$ cat src/rtl/tbe_pkg.sv
// Package: token codes, tag constants and shared types of the tagged binary object encoder.
`timescale 1ns / 1ps

package tbe_pkg;

  localparam int unsigned MAX_BYTES = 12;
  localparam int unsigned CNT_W     = 4;
  localparam int unsigned VAR_BYTES = 10;

  typedef enum logic [3:0] {
    CMD_START      = 4'd0,
    CMD_NULL       = 4'd1,
    CMD_BOOL       = 4'd2,
    CMD_TAGGED_NUM = 4'd3,
    CMD_BARE_NUM   = 4'd4,
    CMD_LEN_HDR    = 4'd5,
    CMD_VARINT     = 4'd6,
    CMD_ELEM_TAG   = 4'd7,
    CMD_RAW        = 4'd8
  } cmd_t;

  localparam logic [1:0] CLS_SIGNED   = 2'd0;
  localparam logic [1:0] CLS_UNSIGNED = 2'd1;
  localparam logic [1:0] CLS_FLOAT    = 2'd2;

  localparam logic [2:0] KIND_MAP    = 3'd0;
  localparam logic [2:0] KIND_BINARY = 3'd1;
  localparam logic [2:0] KIND_STRING = 3'd2;
  localparam logic [2:0] KIND_ARRAY  = 3'd3;
  localparam logic [2:0] KIND_TYPED  = 3'd4;

  localparam logic [2:0] ELEM_NULL   = 3'd0;
  localparam logic [2:0] ELEM_BOOL   = 3'd1;
  localparam logic [2:0] ELEM_BINARY = 3'd2;
  localparam logic [2:0] ELEM_STRING = 3'd3;
  localparam logic [2:0] ELEM_ARRAY  = 3'd4;
  localparam logic [2:0] ELEM_MAP    = 3'd5;
  localparam logic [2:0] ELEM_NUMBER = 3'd6;

  localparam logic [7:0] TAG_NULL       = 8'h01;
  localparam logic [7:0] TAG_FALSE      = 8'h02;
  localparam logic [7:0] TAG_TRUE       = 8'h03;
  localparam logic [7:0] TAG_BINARY_ANY = 8'h9F;
  localparam logic [7:0] TAG_STRING_ANY = 8'hBF;
  localparam logic [7:0] TAG_ARRAY_ANY  = 8'h5F;
  localparam logic [7:0] TAG_MAP_ANY    = 8'h3F;
  localparam logic [7:0] LEN_ESCAPE     = 8'h1F;
  localparam logic [7:0] VAR_CONT       = 8'h80;

  localparam logic [7:0] BASE_MAP    = 8'h20;
  localparam logic [7:0] BASE_BINARY = 8'h80;
  localparam logic [7:0] BASE_STRING = 8'hA0;
  localparam logic [7:0] BASE_ARRAY  = 8'h40;
  localparam logic [7:0] BASE_TYPED  = 8'h60;

  localparam logic [7:0] BASE_SIGNED   = 8'h10;
  localparam logic [7:0] BASE_UNSIGNED = 8'h18;
  localparam logic [7:0] BASE_FLOAT    = 8'h08;

  localparam logic [5:0][7:0] MAGIC = {8'h02, 8'h00, 8'h4E, 8'h4F, 8'h42, 8'h54};

  typedef struct packed {
    logic [MAX_BYTES-1:0][7:0] bytes;
    logic [CNT_W-1:0]          count;
  } token_t;

  typedef struct packed {
    logic       ok;
    logic [7:0] tag;
  } tag_t;

  function automatic tag_t number_tag(input logic [1:0] cls, input logic [1:0] size_code);
    tag_t r;
    r.ok  = 1'b1;
    r.tag = 8'h00;
    case (cls)
      CLS_SIGNED:   r.tag = BASE_SIGNED + {6'd0, size_code};
      CLS_UNSIGNED: r.tag = BASE_UNSIGNED + {6'd0, size_code};
      CLS_FLOAT:    r.tag = BASE_FLOAT + {6'd0, size_code};
      default:      r.ok  = 1'b0;
    endcase
    return r;
  endfunction

  function automatic tag_t element_tag(input logic [2:0] elem, input logic [1:0] cls,
                                       input logic [1:0] size_code);
    tag_t r;
    r.ok  = 1'b1;
    r.tag = 8'h00;
    case (elem)
      ELEM_NULL:   r.tag = TAG_NULL;
      ELEM_BOOL:   r.tag = TAG_FALSE;
      ELEM_BINARY: r.tag = TAG_BINARY_ANY;
      ELEM_STRING: r.tag = TAG_STRING_ANY;
      ELEM_ARRAY:  r.tag = TAG_ARRAY_ANY;
      ELEM_MAP:    r.tag = TAG_MAP_ANY;
      ELEM_NUMBER: r = number_tag(cls, size_code);
      default:     r.ok = 1'b0;
    endcase
    return r;
  endfunction

  function automatic tag_t container_base(input logic [2:0] kind);
    tag_t r;
    r.ok  = 1'b1;
    r.tag = 8'h00;
    case (kind)
      KIND_MAP:    r.tag = BASE_MAP;
      KIND_BINARY: r.tag = BASE_BINARY;
      KIND_STRING: r.tag = BASE_STRING;
      KIND_ARRAY:  r.tag = BASE_ARRAY;
      KIND_TYPED:  r.tag = BASE_TYPED;
      default:     r.ok  = 1'b0;
    endcase
    return r;
  endfunction

endpackage

$ cat src/rtl/tbe_if.sv
// Interfaces: token input channel and encoded byte output channel.
`timescale 1ns / 1ps

interface tbe_tok_if;
  logic        valid;
  logic        ready;
  logic [3:0]  command;
  logic        bool_value;
  logic [1:0]  number_class;
  logic [1:0]  size_code;
  logic [63:0] number_value;
  logic [2:0]  container_kind;
  logic [63:0] length;
  logic [2:0]  element_kind;
  logic [7:0]  raw_byte;

  modport source (output valid, command, bool_value, number_class, size_code, number_value,
                  container_kind, length, element_kind, raw_byte, input ready);
  modport sink (input valid, command, bool_value, number_class, size_code, number_value,
                container_kind, length, element_kind, raw_byte, output ready);
endinterface

interface tbe_byte_if;
  logic       valid;
  logic       ready;
  logic [7:0] out_byte;
  logic       last;

  modport source (output valid, out_byte, last, input ready);
  modport sink (input valid, out_byte, last, output ready);
endinterface

$ cat src/rtl/tbe_format.sv
// Token formatter: turns one token into its encoded bytes and byte count.
`timescale 1ns / 1ps

module tbe_format (
  input  logic [3:0]     command,
  input  logic           bool_value,
  input  logic [1:0]     number_class,
  input  logic [1:0]     size_code,
  input  logic [63:0]    number_value,
  input  logic [2:0]     container_kind,
  input  logic [63:0]    length,
  input  logic [2:0]     element_kind,
  input  logic [7:0]     raw_byte,
  output tbe_pkg::token_t token
);

  logic [7:0][7:0]                    payload;
  logic [3:0]                         pay_n;
  logic [tbe_pkg::VAR_BYTES-1:0][7:0] var_bytes;
  logic [tbe_pkg::VAR_BYTES-1:0]      var_cont;
  logic [tbe_pkg::CNT_W-1:0]          var_n;
  tbe_pkg::tag_t                      num_tag;
  tbe_pkg::tag_t                      elem_tag;
  tbe_pkg::tag_t                      base;
  logic                               short_len;

  assign num_tag   = tbe_pkg::number_tag(number_class, size_code);
  assign elem_tag  = tbe_pkg::element_tag(element_kind, number_class, size_code);
  assign base      = tbe_pkg::container_base(container_kind);
  assign short_len = (length < 64'(tbe_pkg::LEN_ESCAPE));
  assign pay_n     = 4'd1 << size_code;

  always_comb begin
    payload = '0;
    for (int j = 0; j < 8; j++) begin
      if (j < int'(pay_n)) begin
        payload[j] = 8'(number_value >> (8 * (int'(pay_n) - 1 - j)));
      end
    end
  end

  always_comb begin
    for (int i = 0; i < tbe_pkg::VAR_BYTES; i++) begin
      var_cont[i]  = ((length >> (7 * (i + 1))) != 64'd0);
      var_bytes[i] = (8'(length >> (7 * i)) & 8'h7F) | (var_cont[i] ? tbe_pkg::VAR_CONT : 8'h00);
    end
    var_n = tbe_pkg::CNT_W'($countones(var_cont)) + tbe_pkg::CNT_W'(1);
  end

  always_comb begin
    token = '0;
    case (tbe_pkg::cmd_t'(command))
      tbe_pkg::CMD_START: begin
        token.bytes[5:0] = tbe_pkg::MAGIC;
        token.count      = tbe_pkg::CNT_W'(6);
      end
      tbe_pkg::CMD_NULL: begin
        token.bytes[0] = tbe_pkg::TAG_NULL;
        token.count    = tbe_pkg::CNT_W'(1);
      end
      tbe_pkg::CMD_BOOL: begin
        token.bytes[0] = bool_value ? tbe_pkg::TAG_TRUE : tbe_pkg::TAG_FALSE;
        token.count    = tbe_pkg::CNT_W'(1);
      end
      tbe_pkg::CMD_TAGGED_NUM: begin
        if (num_tag.ok) begin
          token.bytes[0]   = num_tag.tag;
          token.bytes[8:1] = payload;
          token.count      = tbe_pkg::CNT_W'(pay_n) + tbe_pkg::CNT_W'(1);
        end
      end
      tbe_pkg::CMD_BARE_NUM: begin
        if (num_tag.ok) begin
          token.bytes[7:0] = payload;
          token.count      = tbe_pkg::CNT_W'(pay_n);
        end
      end
      tbe_pkg::CMD_LEN_HDR: begin
        if (base.ok) begin
          if (short_len) begin
            token.bytes[0] = base.tag + length[7:0];
            token.count    = tbe_pkg::CNT_W'(1);
          end else begin
            token.bytes[0]    = base.tag + tbe_pkg::LEN_ESCAPE;
            token.bytes[10:1] = var_bytes;
            token.count       = var_n + tbe_pkg::CNT_W'(1);
          end
          if (container_kind == tbe_pkg::KIND_TYPED && elem_tag.ok) begin
            token.bytes[token.count] = elem_tag.tag;
            token.count              = token.count + tbe_pkg::CNT_W'(1);
          end
        end
      end
      tbe_pkg::CMD_VARINT: begin
        token.bytes[9:0] = var_bytes;
        token.count      = var_n;
      end
      tbe_pkg::CMD_ELEM_TAG: begin
        if (elem_tag.ok) begin
          token.bytes[0] = elem_tag.tag;
          token.count    = tbe_pkg::CNT_W'(1);
        end
      end
      tbe_pkg::CMD_RAW: begin
        token.bytes[0] = raw_byte;
        token.count    = tbe_pkg::CNT_W'(1);
      end
      default: begin
        token = '0;
      end
    endcase
  end

endmodule

$ cat src/rtl/tbe_emit.sv
// Byte emitter: token buffer shifted out one byte a cycle, while the output is not stalled, into an output register.
`timescale 1ns / 1ps

module tbe_emit (
  input  logic              clk,
  input  logic              rst,
  input  tbe_pkg::token_t   token,
  input  logic              tok_valid,
  output logic              tok_ready,
  tbe_byte_if.source        enc
);

  logic [tbe_pkg::MAX_BYTES-1:0][7:0] bytes;
  logic [tbe_pkg::CNT_W-1:0]          rem;
  logic                               ov;
  logic [7:0]                         ob;
  logic                               ol;
  logic                               move;
  logic                               take;

  assign move      = (rem != '0) && (!ov || enc.ready);
  assign tok_ready = (rem == '0) || ((rem == tbe_pkg::CNT_W'(1)) && move);
  assign take      = tok_valid && tok_ready;

  always_ff @(posedge clk) begin
    if (rst) begin
      rem <= '0;
      ov  <= 1'b0;
    end else begin
      if (take) begin
        rem <= token.count;
      end else if (move) begin
        rem <= rem - tbe_pkg::CNT_W'(1);
      end
      if (move) begin
        ov <= 1'b1;
      end else if (enc.ready) begin
        ov <= 1'b0;
      end
    end
  end

  always_ff @(posedge clk) begin
    if (take) begin
      bytes <= token.bytes;
    end else if (move) begin
      bytes <= bytes >> 8;
    end
    if (move) begin
      ob <= bytes[0];
      ol <= (rem == tbe_pkg::CNT_W'(1));
    end
  end

  assign enc.valid    = ov;
  assign enc.out_byte = ob;
  assign enc.last     = ol;

  a_rem_bound: assert property (@(posedge clk) disable iff (rst)
    rem <= tbe_pkg::CNT_W'(tbe_pkg::MAX_BYTES))
    else $error("byte count above buffer depth");

  a_take_load: assert property (@(posedge clk) disable iff (rst)
    take |=> rem == $past(token.count))
    else $error("token count not loaded on accept");

  a_move_out: assert property (@(posedge clk) disable iff (rst)
    move |=> ov && ob == $past(bytes[0]) && ol == $past(rem == tbe_pkg::CNT_W'(1)))
    else $error("output register not loaded on move");

  a_ready_rule: assert property (@(posedge clk) disable iff (rst)
    (rem > tbe_pkg::CNT_W'(1)) |-> !tok_ready)
    else $error("token accepted while bytes remain");

endmodule

$ cat src/rtl/tagged_binary_object_encoder.sv
// Top level: tagged binary object encoder, one token in, its encoded bytes out.
//
//   channel  dir  payload                                              last mark
//   tok      in   command, bool/number/container/length/element/raw  -
//   enc      out  out_byte                                             last
//
// A token's bytes leave the buffer one at a time through the single byte output port.
// A new token is taken in the cycle its predecessor's final byte moves out.
// Reset clears the byte count and output valid; buffer contents are not reset.
// A stalled output holds its byte; the buffer waits behind it.
`timescale 1ns / 1ps

module tagged_binary_object_encoder (
  input  logic        clk,
  input  logic        rst,
  tbe_tok_if.sink     tok,
  tbe_byte_if.source  enc
);

  tbe_pkg::token_t token;

  tbe_format u_format (
    .command        (tok.command),
    .bool_value     (tok.bool_value),
    .number_class   (tok.number_class),
    .size_code      (tok.size_code),
    .number_value   (tok.number_value),
    .container_kind (tok.container_kind),
    .length         (tok.length),
    .element_kind   (tok.element_kind),
    .raw_byte       (tok.raw_byte),
    .token          (token)
  );

  tbe_emit u_emit (
    .clk       (clk),
    .rst       (rst),
    .token     (token),
    .tok_valid (tok.valid),
    .tok_ready (tok.ready),
    .enc       (enc)
  );

endmodule

$ cat src/flat_wrapper.sv
// flat-port wrapper written by rule: the top's interface ports become plain ports
module tagged_binary_object_encoder_flat 
  (clk, rst, tok_valid, tok_command, tok_bool_value, tok_number_class, tok_size_code, tok_number_value, tok_container_kind, tok_length, tok_element_kind, tok_raw_byte, tok_ready, enc_valid, enc_out_byte, enc_last, enc_ready);
  tbe_tok_if tok_i ();
  tbe_byte_if enc_i ();
  input  logic clk;
  input  logic rst;
  input wire logic [$bits(tok_i.valid)-1:0] tok_valid;
  input wire logic [$bits(tok_i.command)-1:0] tok_command;
  input wire logic [$bits(tok_i.bool_value)-1:0] tok_bool_value;
  input wire logic [$bits(tok_i.number_class)-1:0] tok_number_class;
  input wire logic [$bits(tok_i.size_code)-1:0] tok_size_code;
  input wire logic [$bits(tok_i.number_value)-1:0] tok_number_value;
  input wire logic [$bits(tok_i.container_kind)-1:0] tok_container_kind;
  input wire logic [$bits(tok_i.length)-1:0] tok_length;
  input wire logic [$bits(tok_i.element_kind)-1:0] tok_element_kind;
  input wire logic [$bits(tok_i.raw_byte)-1:0] tok_raw_byte;
  output wire logic [$bits(tok_i.ready)-1:0] tok_ready;
  output wire logic [$bits(enc_i.valid)-1:0] enc_valid;
  output wire logic [$bits(enc_i.out_byte)-1:0] enc_out_byte;
  output wire logic [$bits(enc_i.last)-1:0] enc_last;
  input wire logic [$bits(enc_i.ready)-1:0] enc_ready;
  assign tok_i.valid = tok_valid;
  assign tok_i.command = tok_command;
  assign tok_i.bool_value = tok_bool_value;
  assign tok_i.number_class = tok_number_class;
  assign tok_i.size_code = tok_size_code;
  assign tok_i.number_value = tok_number_value;
  assign tok_i.container_kind = tok_container_kind;
  assign tok_i.length = tok_length;
  assign tok_i.element_kind = tok_element_kind;
  assign tok_i.raw_byte = tok_raw_byte;
  assign tok_ready = tok_i.ready;
  assign enc_valid = enc_i.valid;
  assign enc_out_byte = enc_i.out_byte;
  assign enc_last = enc_i.last;
  assign enc_i.ready = enc_ready;
  tagged_binary_object_encoder u_core (.clk(clk), .rst(rst), .tok(tok_i), .enc(enc_i));
endmodule
$ cat config.mk
export PLATFORM = sky130hd
export DESIGN_NAME = tagged_binary_object_encoder_flat
export DESIGN_NICKNAME = d
export VERILOG_FILES = /design/src/rtl/tbe_pkg.sv /design/src/rtl/tbe_if.sv /design/src/rtl/tbe_format.sv /design/src/rtl/tbe_emit.sv /design/src/rtl/tagged_binary_object_encoder.sv /design/src/flat_wrapper.sv
export SDC_FILE = /design/constraint.sdc
export NUM_CORES = 1
export LEC_CHECK = 0
export BUFFER_PORTS_ARGS = -buffer_cell sky130_fd_sc_hd__buf_2
export CAP_MARGIN = 25
export CELL_PAD_IN_SITES_DETAIL_PLACEMENT = 1
export CELL_PAD_IN_SITES_GLOBAL_PLACEMENT = 1
export CORE_MARGIN = 2
export CORE_UTILIZATION = 41
export DETAILED_ROUTE_END_ITERATION = 16
export PLACE_DENSITY = 0.77
export SLEW_MARGIN = 20
export SYNTH_ARGS = -nofsm -noshare
export SYNTH_HDL_FRONTEND = slang
export SYNTH_SLANG_ARGS = --single-unit
$ cat constraint.sdc
create_clock -name clk -period 5.65 [get_ports clk]
set_clock_uncertainty 0.1 [all_clocks]
set_input_delay 0 -clock clk [delete_from_list [all_inputs] [get_ports clk]]
set_output_delay 0 -clock clk [all_outputs]
set_load 0.03 [all_outputs]
==> impl_metrics.env, run 1 <==
export IMPL_crit_required_ps=5660
export IMPL_wire_per_inst_um=29.9
export IMPL_grt_antenna_before_repair=0
export IMPL_rows=60
export IMPL_wl_um=52800
export IMPL_synthSimpleGateAreaFrac=0.165
export IMPL_avgSynthCellArea_um2=9.11
export IMPL_grt_usage=0.361
export IMPL_synth_edf_count=105
export IMPL_r2r_setup_slack_ps=2060
export IMPL_cts_buffer_depth=2
export IMPL_antennaDiodeCount=0
export IMPL_synth_compound_area_frac=0.285
export IMPL_grt_start_max_net_pins=77
export IMPL_fillers=3131
export IMPL_yosys_area_top_type_share=0.283
export IMPL_syn_to_final_growth_pct=22.5
export IMPL_p_int_w=0.00265
export IMPL_overflow=0
export IMPL_drv_slew=0
export IMPL_yosysUniqueCellTypes=86
export IMPL_swShare=0.426
export IMPL_layout_drive_gt1_share=0.252
export IMPL_die_h_um=169
export IMPL_drc=0
export IMPL_dpl_hpwl_um=38800
export IMPL_cp_endpoint="u_core.u_emit.bytes[67]"
export IMPL_r2r_cells=9
export IMPL_holdWs_ps=3.47
export IMPL_fmax_ghz=0.182
export IMPL_final_antenna_net_count=0
export IMPL_io_pin_count=166
export IMPL_setup_viol=0
export IMPL_fin_area_um2=13600
export IMPL_die_width_um=169
export IMPL_synth_top_family_by_area="compound AO/OA/AOI/OAI gates"
export IMPL_place_area_um2=12600
export IMPL_yosys_top_cells_area="edfxtp_1 28%, mux2i_1 6.7%, mux4_2 5.9%"
export IMPL_yosysMostFrequentCell="edfxtp_1"
export IMPL_cap_violations=0
export IMPL_synthAdderAreaFrac=0.0389
export IMPL_clkPwrFrac=0.147
export IMPL_critPathArrivalTime_ps=5510
export IMPL_switching_power_w=0.00197
export IMPL_worstSetupStartpoint="tok_length[47]"
export IMPL_io_buffers=165
export IMPL_path_class="input pin to flop"
export IMPL_place_gp_congestion=1.04
export IMPL_status="finished, final reports clean"
export IMPL_hold_viol=0
export IMPL_post_route_min_period_ps=5500
export IMPL_path_clk_slew_ps=90
export IMPL_clk_latency_ps=370
export IMPL_vias=12600
export IMPL_htreeDepth=3
export IMPL_dieArea_um2=28500
export IMPL_yosysTopAreaCell="edfxtp_1"
export IMPL_synthMuxAreaShare=0.162
export IMPL_cp_max_fo=5
export IMPL_worst_setup_path_end_kind="flop"
export IMPL_async_reset_ff_frac=0
export IMPL_ys_seq_area_frac=0.292
export IMPL_ys_warn_count=0
export IMPL_start_kind="input pin"
export IMPL_cts_made_buffers=9
export IMPL_drt_pass1_iterations=5
export IMPL_period_share=0.973
export IMPL_ys_ff_latch=110
export IMPL_sequentialPowerShare=0.384
export IMPL_cts_tree="built"
export IMPL_root_buffer="clkbuf_16"
export IMPL_drt_iter0_drc=1895
export IMPL_worstMarginPinSlew_ps=1150
export IMPL_core_area_um2=26800
export IMPL_start_util=0.415
export IMPL_irDropWorstVdd_v=0.000317
export IMPL_synth_xor_area_share=0.00776
export IMPL_syn_cell_area_um2=11100
export IMPL_clkSinkCount=110
export IMPL_via_per_inst=7.16
export IMPL_reg2reg_from="u_core.u_emit.rem[0]"
export IMPL_total_power_w=0.00463
export IMPL_layout_nets=1605
export IMPL_fin_util=0.509
export IMPL_ys_flop_type="edfxtp_1"
export IMPL_hold_path_class="input pin to flop"
export IMPL_grt_pass1_wl_um=77700
export IMPL_r2r_end="u_core.u_emit.bytes[38]"
export IMPL_p_leak_nw=4.83
export IMPL_synthesis_nets=1408
export IMPL_yosys_top_cells_count="105 x edfxtp_1, 99 x nand2_1, 77 x o211ai_1"
export IMPL_slew_headroom=0.227
export IMPL_p_per_area_nw_per_um2=339
export IMPL_first_global_vias=12400
export IMPL_synth_cells=1222
export IMPL_combPwrFrac=0.469
[power by group through the flow]
stage	combinational, W	sequential, W	clock [W]
CTS	0.00209	0.00176	0.000680
detailed placement	0.00206	0.00176	0
global placement	0.00201	0.00177	0
finish	0.00217	0.00178	0.000680
global route	0.00231	0.00181	0.000705
floorplan	0.00126	0.00182	0
[how the worst min path moves through the flow]
stage,to,depth (start not counted),slack [ps],startpoint
floorplan,u_core.u_emit.enc.valid,1,-30,rst
global placement,u_core.u_emit.enc.valid,2,100,rst
detailed placement,u_core.u_emit.enc.valid,2,110,rst
CTS,u_core.u_emit.bytes[34],3,1,tok_length[23]
global route,u_core.u_emit.bytes[34],3,10,tok_length[23]
finish,u_core.u_emit.bytes[72],3,3,tok_length[56]
[cells in the final DEF, fill, tap and decap left out, types with 51 or more instances in the layout]
master         instances
buf_4                 64
a21oi_1               51
mux2i_1               73
dlygate4sd3_1         53
o21ai_0               51
edfxtp_1             105
buf_2                162
nand2_1               98
nand3_1               67
o211ai_1              77
nor2_1                52
[repair_timing]
action / 4_1_cts / 5_1_grt
hold buffers: 55 / 0
setup buffers: 0 / 5
setup endpoints to repair: 0 / 76
resized for setup: 0 / 25
endpoints found under the hold margin: 60 / 0
[per-layer routing]
layer	vias up	share of wire	GRT usage
li1	5318	-	-
met1	6267	0.39	0.485
met2	908	0.44	0.543
met3	146	0.12	0.107
met4	0	0.045	0.152
met5	-	0	0
[area by class of cell]
type / count / area (um^2) / share of cell area
multi-input cells: 972 / 7500 / 0.550
clock buffers: 9 / 225 / 0.0165
repair buffers: 289 / 2020 / 0.148
inverters: 37 / 141 / 0.0104
flip-flops and latches: 110 / 3250 / 0.239
well taps: 341 / 427 / 0.0313
clock inverters: 7 / 77.6 / 0.00569
[kinds of logic after synthesis]
family                   after synthesis
other                                  2
XOR/XNOR                               9
flip-flops                           110
buffers and inverters                140
AO/OA/AOI/OAI                        430
adder cells (fa/ha/maj)               31
multiplexers                         139
AND/OR/NAND/NOR                      361
[critical path, cell delays in order]
cell,delay (ps)
dlygate4sd3_1,610
nor3_2,130
buf_4,160
nand2_4,70
nor3_4,190
inv_2,70
fa_1,470
fa_1,490
inv_1,50
fa_1,470
inv_1,70
ha_2,170
inv_1,60
fa_1,580
inv_2,70
ha_4,240
and2_4,160
inv_4,80
ha_4,150
nand3_2,90
buf_6,190
a2111oi_4,270
buf_4,230
buf_12,140
mux2i_1,200
o21ai_1,80
[through the flow]
stage               cells  worst slack (ps)  setup TNS [ps]
floorplan            1222               121               0
CTS                  1760              31.7               0
global route         1765             -89.4            -455
finish               1765               154               0
global placement     1689              63.6               0
detailed placement   1689              -135           -1600
[flip-flops by register name, indices dropped and copies added (netlist names)]
| register | flops |
|---|---|
| u_core.u_emit.bytes | 96 |
| u_core.u_emit.enc.last | 1 |
| u_core.u_emit.enc.out_byte | 8 |
| u_core.u_emit.enc.valid | 1 |
| u_core.u_emit.rem | 4 |
Note: power is estimated with default switching activity, not from simulation.
==> run 2: changes to the inputs <==
--- a/config.mk
+++ b/config.mk
@@ -16,4 +16,5 @@
 export SLEW_MARGIN = 20
 export SYNTH_ARGS = -nofsm -noshare
 export SYNTH_HDL_FRONTEND = slang
+export SYNTH_HIERARCHICAL = 1
 export SYNTH_SLANG_ARGS = --single-unit
==> run 2 against run 1 <==
Cell area fell by 2.3%. Combinational power down 12%. Sequential share of layout area grew 0.57 points. Area after synthesis decreased by 0.56%.
==> impl_metrics.env, run 2 <==
export IMPL_total_power_w=0.00431
export IMPL_numPlacedInstances=1758
export IMPL_place_gp_congestion=0.991
export IMPL_rows=60
export IMPL_wire_per_inst_um=28.0
export IMPL_worstMarginPinSlew_ps=1090
export IMPL_io_buffers=165
export IMPL_p_per_area_nw_per_um2=324
export IMPL_async_reset_ff_frac=0
export IMPL_hold_viol=0
export IMPL_final_common_cell="nand2_1"
export IMPL_dieArea_um2=28300
export IMPL_fillers=3194
export IMPL_finalNonFillerCells=1781
export IMPL_top_register="u_core/u_emit/bytes"
export IMPL_period_share=0.965
export IMPL_die_width_um=168
export IMPL_post_route_min_period_ps=5450
export IMPL_yosysUniqueCellTypes=77
export IMPL_clk_latency_ps=370
export IMPL_cp_max_fo=10
export IMPL_layout_drive_gt1_share=0.299
export IMPL_hold_path_class="input pin to flop"
export IMPL_ys_flop_type="edfxtp_1"
export IMPL_drt_pass1_iterations=11
export IMPL_ys_ff_latch=110
export IMPL_path_clk_slew_ps=80
export IMPL_largest_reg_flops=96
export IMPL_via_per_inst=6.71
export IMPL_grt_start_max_net_pins=94
export IMPL_cts_made_buffers=9
export IMPL_first_global_vias=12300
export IMPL_tns_ps=0
export IMPL_die_h_um=168
export IMPL_start_util=0.414
export IMPL_crit_required_ps=5680
export IMPL_yosys_area_top_type_share=0.285
export IMPL_ys_seq_area_frac=0.294
export IMPL_cp_common_cell="inv_1"
export IMPL_grt_pass1_wl_um=74400
export IMPL_yosysTopAreaCell="edfxtp_1"
export IMPL_drv_slew=0
export IMPL_core_area_um2=26700
export IMPL_cts_buffer_depth=2
export IMPL_synth_cells=1231
export IMPL_path_class="input pin to flop"
export IMPL_grt_antenna_before_repair=0
export IMPL_clkSinkCount=110
export IMPL_syn_cell_area_um2=11100
export IMPL_overflow=0
export IMPL_synthesis_nets=1417
export IMPL_worst_setup_path_end_kind="flop"
export IMPL_layout_nets=1621
export IMPL_max_stage_delay_ps=540
export IMPL_wl_um=49800
export IMPL_layout_common_cells="341 x nand2_1, 165 x buf_2, 111 x buf_4"
export IMPL_io_pin_count=166
export IMPL_avgSynthCellArea_um2=8.99
export IMPL_root_buffer="clkbuf_16"
export IMPL_slowest_stage="fa_1"
export IMPL_ys_warn_count=6
export IMPL_grt_usage=0.348
export IMPL_synth_edf_count=105
export IMPL_antennaDiodeCount=0
export IMPL_p_leak_nw=5.17
export IMPL_dpl_hpwl_um=37600
export IMPL_r2r_setup_slack_ps=2630
export IMPL_slew_headroom=0.273
export IMPL_yosys_top_cells_area="edfxtp_1 28%, mux4_2 15%, nand2_1 12%"
export IMPL_cts_tree="built"
export IMPL_fmax_ghz=0.183
export IMPL_status="finished, final reports clean"
export IMPL_start_kind="input pin"
export IMPL_critPathArrivalTime_ps=5480
export IMPL_cap_violations=0
export IMPL_yosysMostFrequentCell="nand2_1"
export IMPL_htreeDepth=3
export IMPL_setup_viol=0
export IMPL_vias=12000
export IMPL_syn_to_final_growth_pct=20.4
export IMPL_irDropWorstVdd_v=0.000493
export IMPL_drc=0
export IMPL_drt_iter0_drc=1819
export IMPL_yosys_top_cells_count="342 x nand2_1, 105 x edfxtp_1, 87 x nor2_1"
export IMPL_final_antenna_net_count=0
==> run 2: worst paths after layout <==
path	from	to	depth (start not counted)
worst max register to register	u_core/u_emit/rem[1]	u_core/u_emit/bytes[57]	7
worst min register to register	u_core/u_emit/bytes[4]	u_core/u_emit/enc.out_byte[4]	0
worst max-delay path	tok_length[21]	u_core/u_emit/bytes[17]	25
worst min-delay path	tok_length[5]	u_core/u_emit/bytes[13]	5
==> run 2: critical path, delay by kind of cell <==
kind,cells,cell delay [ps]
AO/OA/AOI/OAI,2,780
adder cells (fa/ha/maj),7,2470
buffers and inverters,7,540
AND/OR/NAND/NOR,9,1680
==> run 2: layout make-up <==
type | instances | area, um^2 | area share
multi-input cells | 997 | 7420 | 0.557
flip-flops and latches | 110 | 3250 | 0.244
repair buffers | 287 | 1820 | 0.136
well taps | 341 | 427 | 0.0320
clock buffers | 9 | 225 | 0.0169
inverters | 30 | 113 | 0.00845
clock inverters | 7 | 65.1 | 0.00488
==> run 2: cells by family after synthesis <==
family          synth area share
flops                      0.294
buf+inv                   0.0517
other cells             0.000679
compound gates             0.173
fa+ha+maj                 0.0391
simple gates               0.233
xor+xnor                  0.0121
mux                        0.197
==> run 2: repair_timing <==
item                                   4_1_cts  5_1_grt
resized for setup                            1       14
setup endpoints to repair                    1       81
endpoints found under the hold margin        7        0
gates cloned                                 0        1
pin swaps                                    0        2
hold buffers                                 3        0
setup buffers                                0        2
==> run 2: routing by layer <==
metal | wire length [um] | global-route usage | vias to the layer above
met2 | 22800 | 0.570 | 815
met3 | 4910 | 0.0658 | 202
met5 | 0 | 0 | -
met4 | 3580 | 0.205 | 0
met1 | 18600 | 0.430 | 5844
li1 | - | - | 5094
==> run 2: report_power, final <==
group | switching [W] | internal (W)
registers | 0.000147 | 0.00160
clock network | 0.000344 | 0.000310
logic | 0.00136 | 0.000547
total | 0.00185 | 0.00246
==> run 2: metrics by stage <==
step	utilization	setup slack (ps)	hold slack, ps	cell area [um^2]
finish	0.498	197	17.2	13300
detailed placement	0.481	-386	149	12900
CTS	0.493	59.8	4.60	13200
global placement	0.481	-150	140	12800
global route	0.498	-15.6	39.7	13300
floorplan	-	133	-30.9	11100
==> run 3: changes to the inputs <==
--- a/config.mk
+++ b/config.mk
@@ -5,14 +5,15 @@
 export SDC_FILE = /design/constraint.sdc
 export NUM_CORES = 1
 export LEC_CHECK = 0
+export ABC_AREA = 1
 export BUFFER_PORTS_ARGS = -buffer_cell sky130_fd_sc_hd__buf_2
 export CAP_MARGIN = 25
 export CELL_PAD_IN_SITES_DETAIL_PLACEMENT = 1
 export CELL_PAD_IN_SITES_GLOBAL_PLACEMENT = 1
 export CORE_MARGIN = 2
-export CORE_UTILIZATION = 41
+export CORE_UTILIZATION = 45
 export DETAILED_ROUTE_END_ITERATION = 16
-export PLACE_DENSITY = 0.77
+export PLACE_DENSITY = 0.87
 export SLEW_MARGIN = 20
 export SYNTH_ARGS = -nofsm -noshare
 export SYNTH_HDL_FRONTEND = slang
==> constraint.sdc (replaced) <==
create_clock -name clk -period 6.3 [get_ports clk]
set_clock_uncertainty 0.1 [all_clocks]
set_input_delay 0 -clock clk [delete_from_list [all_inputs] [get_ports clk]]
set_output_delay 0 -clock clk [all_outputs]
set_load 0.03 [all_outputs]
==> run 3 against run 2 <==
Wire length grew 19%. Total power shrank 8.5%. Clock-buffer cell count did not move. Clock power rose by 8.7%. Combinational power is 9.9% lower. Critical path depth grew 2. Highest routed layer unchanged.
==> impl_metrics.env, run 3 <==
export IMPL_grt_start_max_net_pins=92
export IMPL_io_buffers=165
export IMPL_dpl_hpwl_um=44500
export IMPL_path_class="input pin to flop"
export IMPL_top_register="u_core/u_emit/bytes"
export IMPL_critPathArrivalTime_ps=6050
export IMPL_synth_cells=1989
export IMPL_status="finished, final reports clean"
export IMPL_vias=15100
export IMPL_layout_common_cells="601 x nand2_1, 296 x nand3_1, 213 x nor2_1"
export IMPL_grt_antenna_before_repair=0
export IMPL_die_width_um=168
export IMPL_die_h_um=168
export IMPL_switching_power_w=0.00179
export IMPL_yosys_area_top_type_share=0.261
export IMPL_first_global_vias=14900
export IMPL_ys_warn_count=6
export IMPL_largest_reg_flops=96
export IMPL_worst_setup_path_end_kind="flop"
export IMPL_hold_viol=0
export IMPL_cts_made_buffers=9
export IMPL_clk_latency_ps=380
export IMPL_yosysUniqueCellTypes=52
export IMPL_sequentialPowerShare=0.385
export IMPL_syn_to_final_growth_pct=11.6
export IMPL_ys_ff_latch=110
export IMPL_via_per_inst=6.20
export IMPL_final_common_cell="nand2_1"
export IMPL_yosys_top_cells_count="603 x nand2_1, 297 x nand3_1, 215 x nor2_1"
export IMPL_synth_edf_count=105
export IMPL_tns_ps=0
export IMPL_fmax_ghz=0.168
export IMPL_grt_usage=0.412
export IMPL_drt_pass1_iterations=6
export IMPL_synthesis_nets=2175
export IMPL_p_per_area_nw_per_um2=292
export IMPL_worstMarginPinSlew_ps=1150
export IMPL_syn_cell_area_um2=12100
export IMPL_slew_headroom=0.231
export IMPL_final_antenna_net_count=0
export IMPL_cap_violations=0
export IMPL_avgSynthCellArea_um2=6.08
export IMPL_place_gp_congestion=0.991
export IMPL_layout_drive_gt1_share=0.126
export IMPL_wl_um=59500
export IMPL_irDropWorstVdd_v=0.000208
export IMPL_wire_per_inst_um=24.4
export IMPL_p_leak_nw=6.47
export IMPL_ys_flop_type="edfxtp_1"
export IMPL_clkPwrFrac=0.180
export IMPL_post_route_min_period_ps=5960
export IMPL_antennaDiodeCount=0
export IMPL_ys_seq_area_frac=0.269
export IMPL_dieArea_um2=28200
export IMPL_grt_pass1_wl_um=88200
export IMPL_yosys_top_cells_area="edfxtp_1 26%, nand2_1 19%, nand3_1 12%"
export IMPL_cts_tree="built"
export IMPL_path_clk_slew_ps=100
export IMPL_root_buffer="clkbuf_16"
export IMPL_rsz0062_at_grt="no"
export IMPL_start_kind="input pin"
export IMPL_total_power_w=0.00395
export IMPL_fin_util=0.507
export IMPL_drc=0
export IMPL_period_share=0.946
export IMPL_place_area_um2=13000
export IMPL_drt_iter0_drc=1969
export IMPL_fillers=3731
export IMPL_clkSinkCount=110
export IMPL_rows=60
export IMPL_drv_slew=0
export IMPL_fin_area_um2=13500
export IMPL_overflow=0
export IMPL_hold_path_class="input pin to flop"
export IMPL_io_pin_count=166
export IMPL_core_area_um2=26700
export IMPL_swShare=0.454
export IMPL_async_reset_ff_frac=0
export IMPL_start_util=0.454
export IMPL_holdWs_ps=7.41
export IMPL_cts_buffer_depth=2
export IMPL_yosysMostFrequentCell="nand2_1"
export IMPL_cp_max_fo=9
export IMPL_p_int_w=0.00215
export IMPL_yosysTopAreaCell="edfxtp_1"
export IMPL_crit_required_ps=6390
export IMPL_layout_nets=2282
export IMPL_htreeDepth=3
export IMPL_combPwrFrac=0.435
export IMPL_setup_viol=0
[run 3: power by group through the flow]
stage	Sequential, W	Combinational (W)	Clock, W
after floorplan	0.00161	0.00103	0
after global placement	0.00151	0.00157	0
after detailed placement	0.00153	0.00163	0
after CTS	0.00152	0.00164	0.000713
after global routing	0.00155	0.00185	0.000731
final	0.00152	0.00172	0.000710
[run 3: metal layers]
metal	part of all wire	global-route usage	vias to the layer above
met3	0.10	0.0719	211
met4	0.057	0.198	0
met5	0	0	-
met1	0.39	0.532	7183
met2	0.45	0.669	985
li1	-	-	6765
[run 3: final cells by class]
class	count	area, um^2	share of cell area
Multi-Input combinational cell	1550	7460	0.553
Sequential cell	110	3250	0.241
Timing Repair Buffer	208	1190	0.0884
Inverter	217	815	0.0603
Tap cell	341	427	0.0316
Clock buffer	9	225	0.0167
Clock inverter	7	129	0.00954
[run 3: worst max-delay path, stage by stage]
cell and delay (ps):
dlygate4sd3_1 530, buf_2 140, nor2_1 110, nand2_1 120, nor2_4 200, inv_1 130
nor2_1 100, nand4_1 180, fa_1 570, inv_1 60, fa_1 480, inv_1 50
fa_1 540, ha_1 170, inv_1 60, fa_1 380, inv_1 60, nand2_1 50
nand2_2 130, nand3_2 150, xor2_2 310, nand2_1 150, nor2_2 430, nand2_1 340
nor3_1 240, nand3_1 110, nand2_1 260
[run 3: timing repair]
action | 4_1_cts | 5_1_grt
setup endpoints to repair | 0 | 25
hold buffers | 6 | 0
resized for setup | 0 | 3
endpoints found under the hold margin | 9 | 0
setup buffers | 0 | 2
[run 3: path summary, 6_finish.rpt]
path / from / endpoint / slack (ps) / depth (start not counted)
worst max-delay path: tok_length[60] / u_core/u_emit/bytes[81] / 340 / 27
worst min-delay path: tok_valid / u_core/u_emit/rem[1] / 7 / 4
worst max register to register: u_core/u_emit/rem[0] / u_core/u_emit/bytes[24] / 3640 / 6
worst min register to register: u_core/u_emit/bytes[2] / u_core/u_emit/enc.out_byte[2] / 330 / 0
[run 3: cell families after synthesis]
family,Yosys count,synth area share
AO/OA/AOI/OAI,309,0.145
XOR/XNOR,6,0.00621
multiplexers,6,0.00497
other,2,0.000621
buffers and inverters,329,0.118
flip-flops,110,0.269
AND/OR/NAND/NOR,1196,0.420
adder cells (fa/ha/maj),31,0.0358
[run 3: stage by stage]
step	cells	setup slack, ps
global route	2442	9.74
finish	2442	339
CTS	2437	244
floorplan	1989	683
global placement	2415	484
detailed placement	2415	371
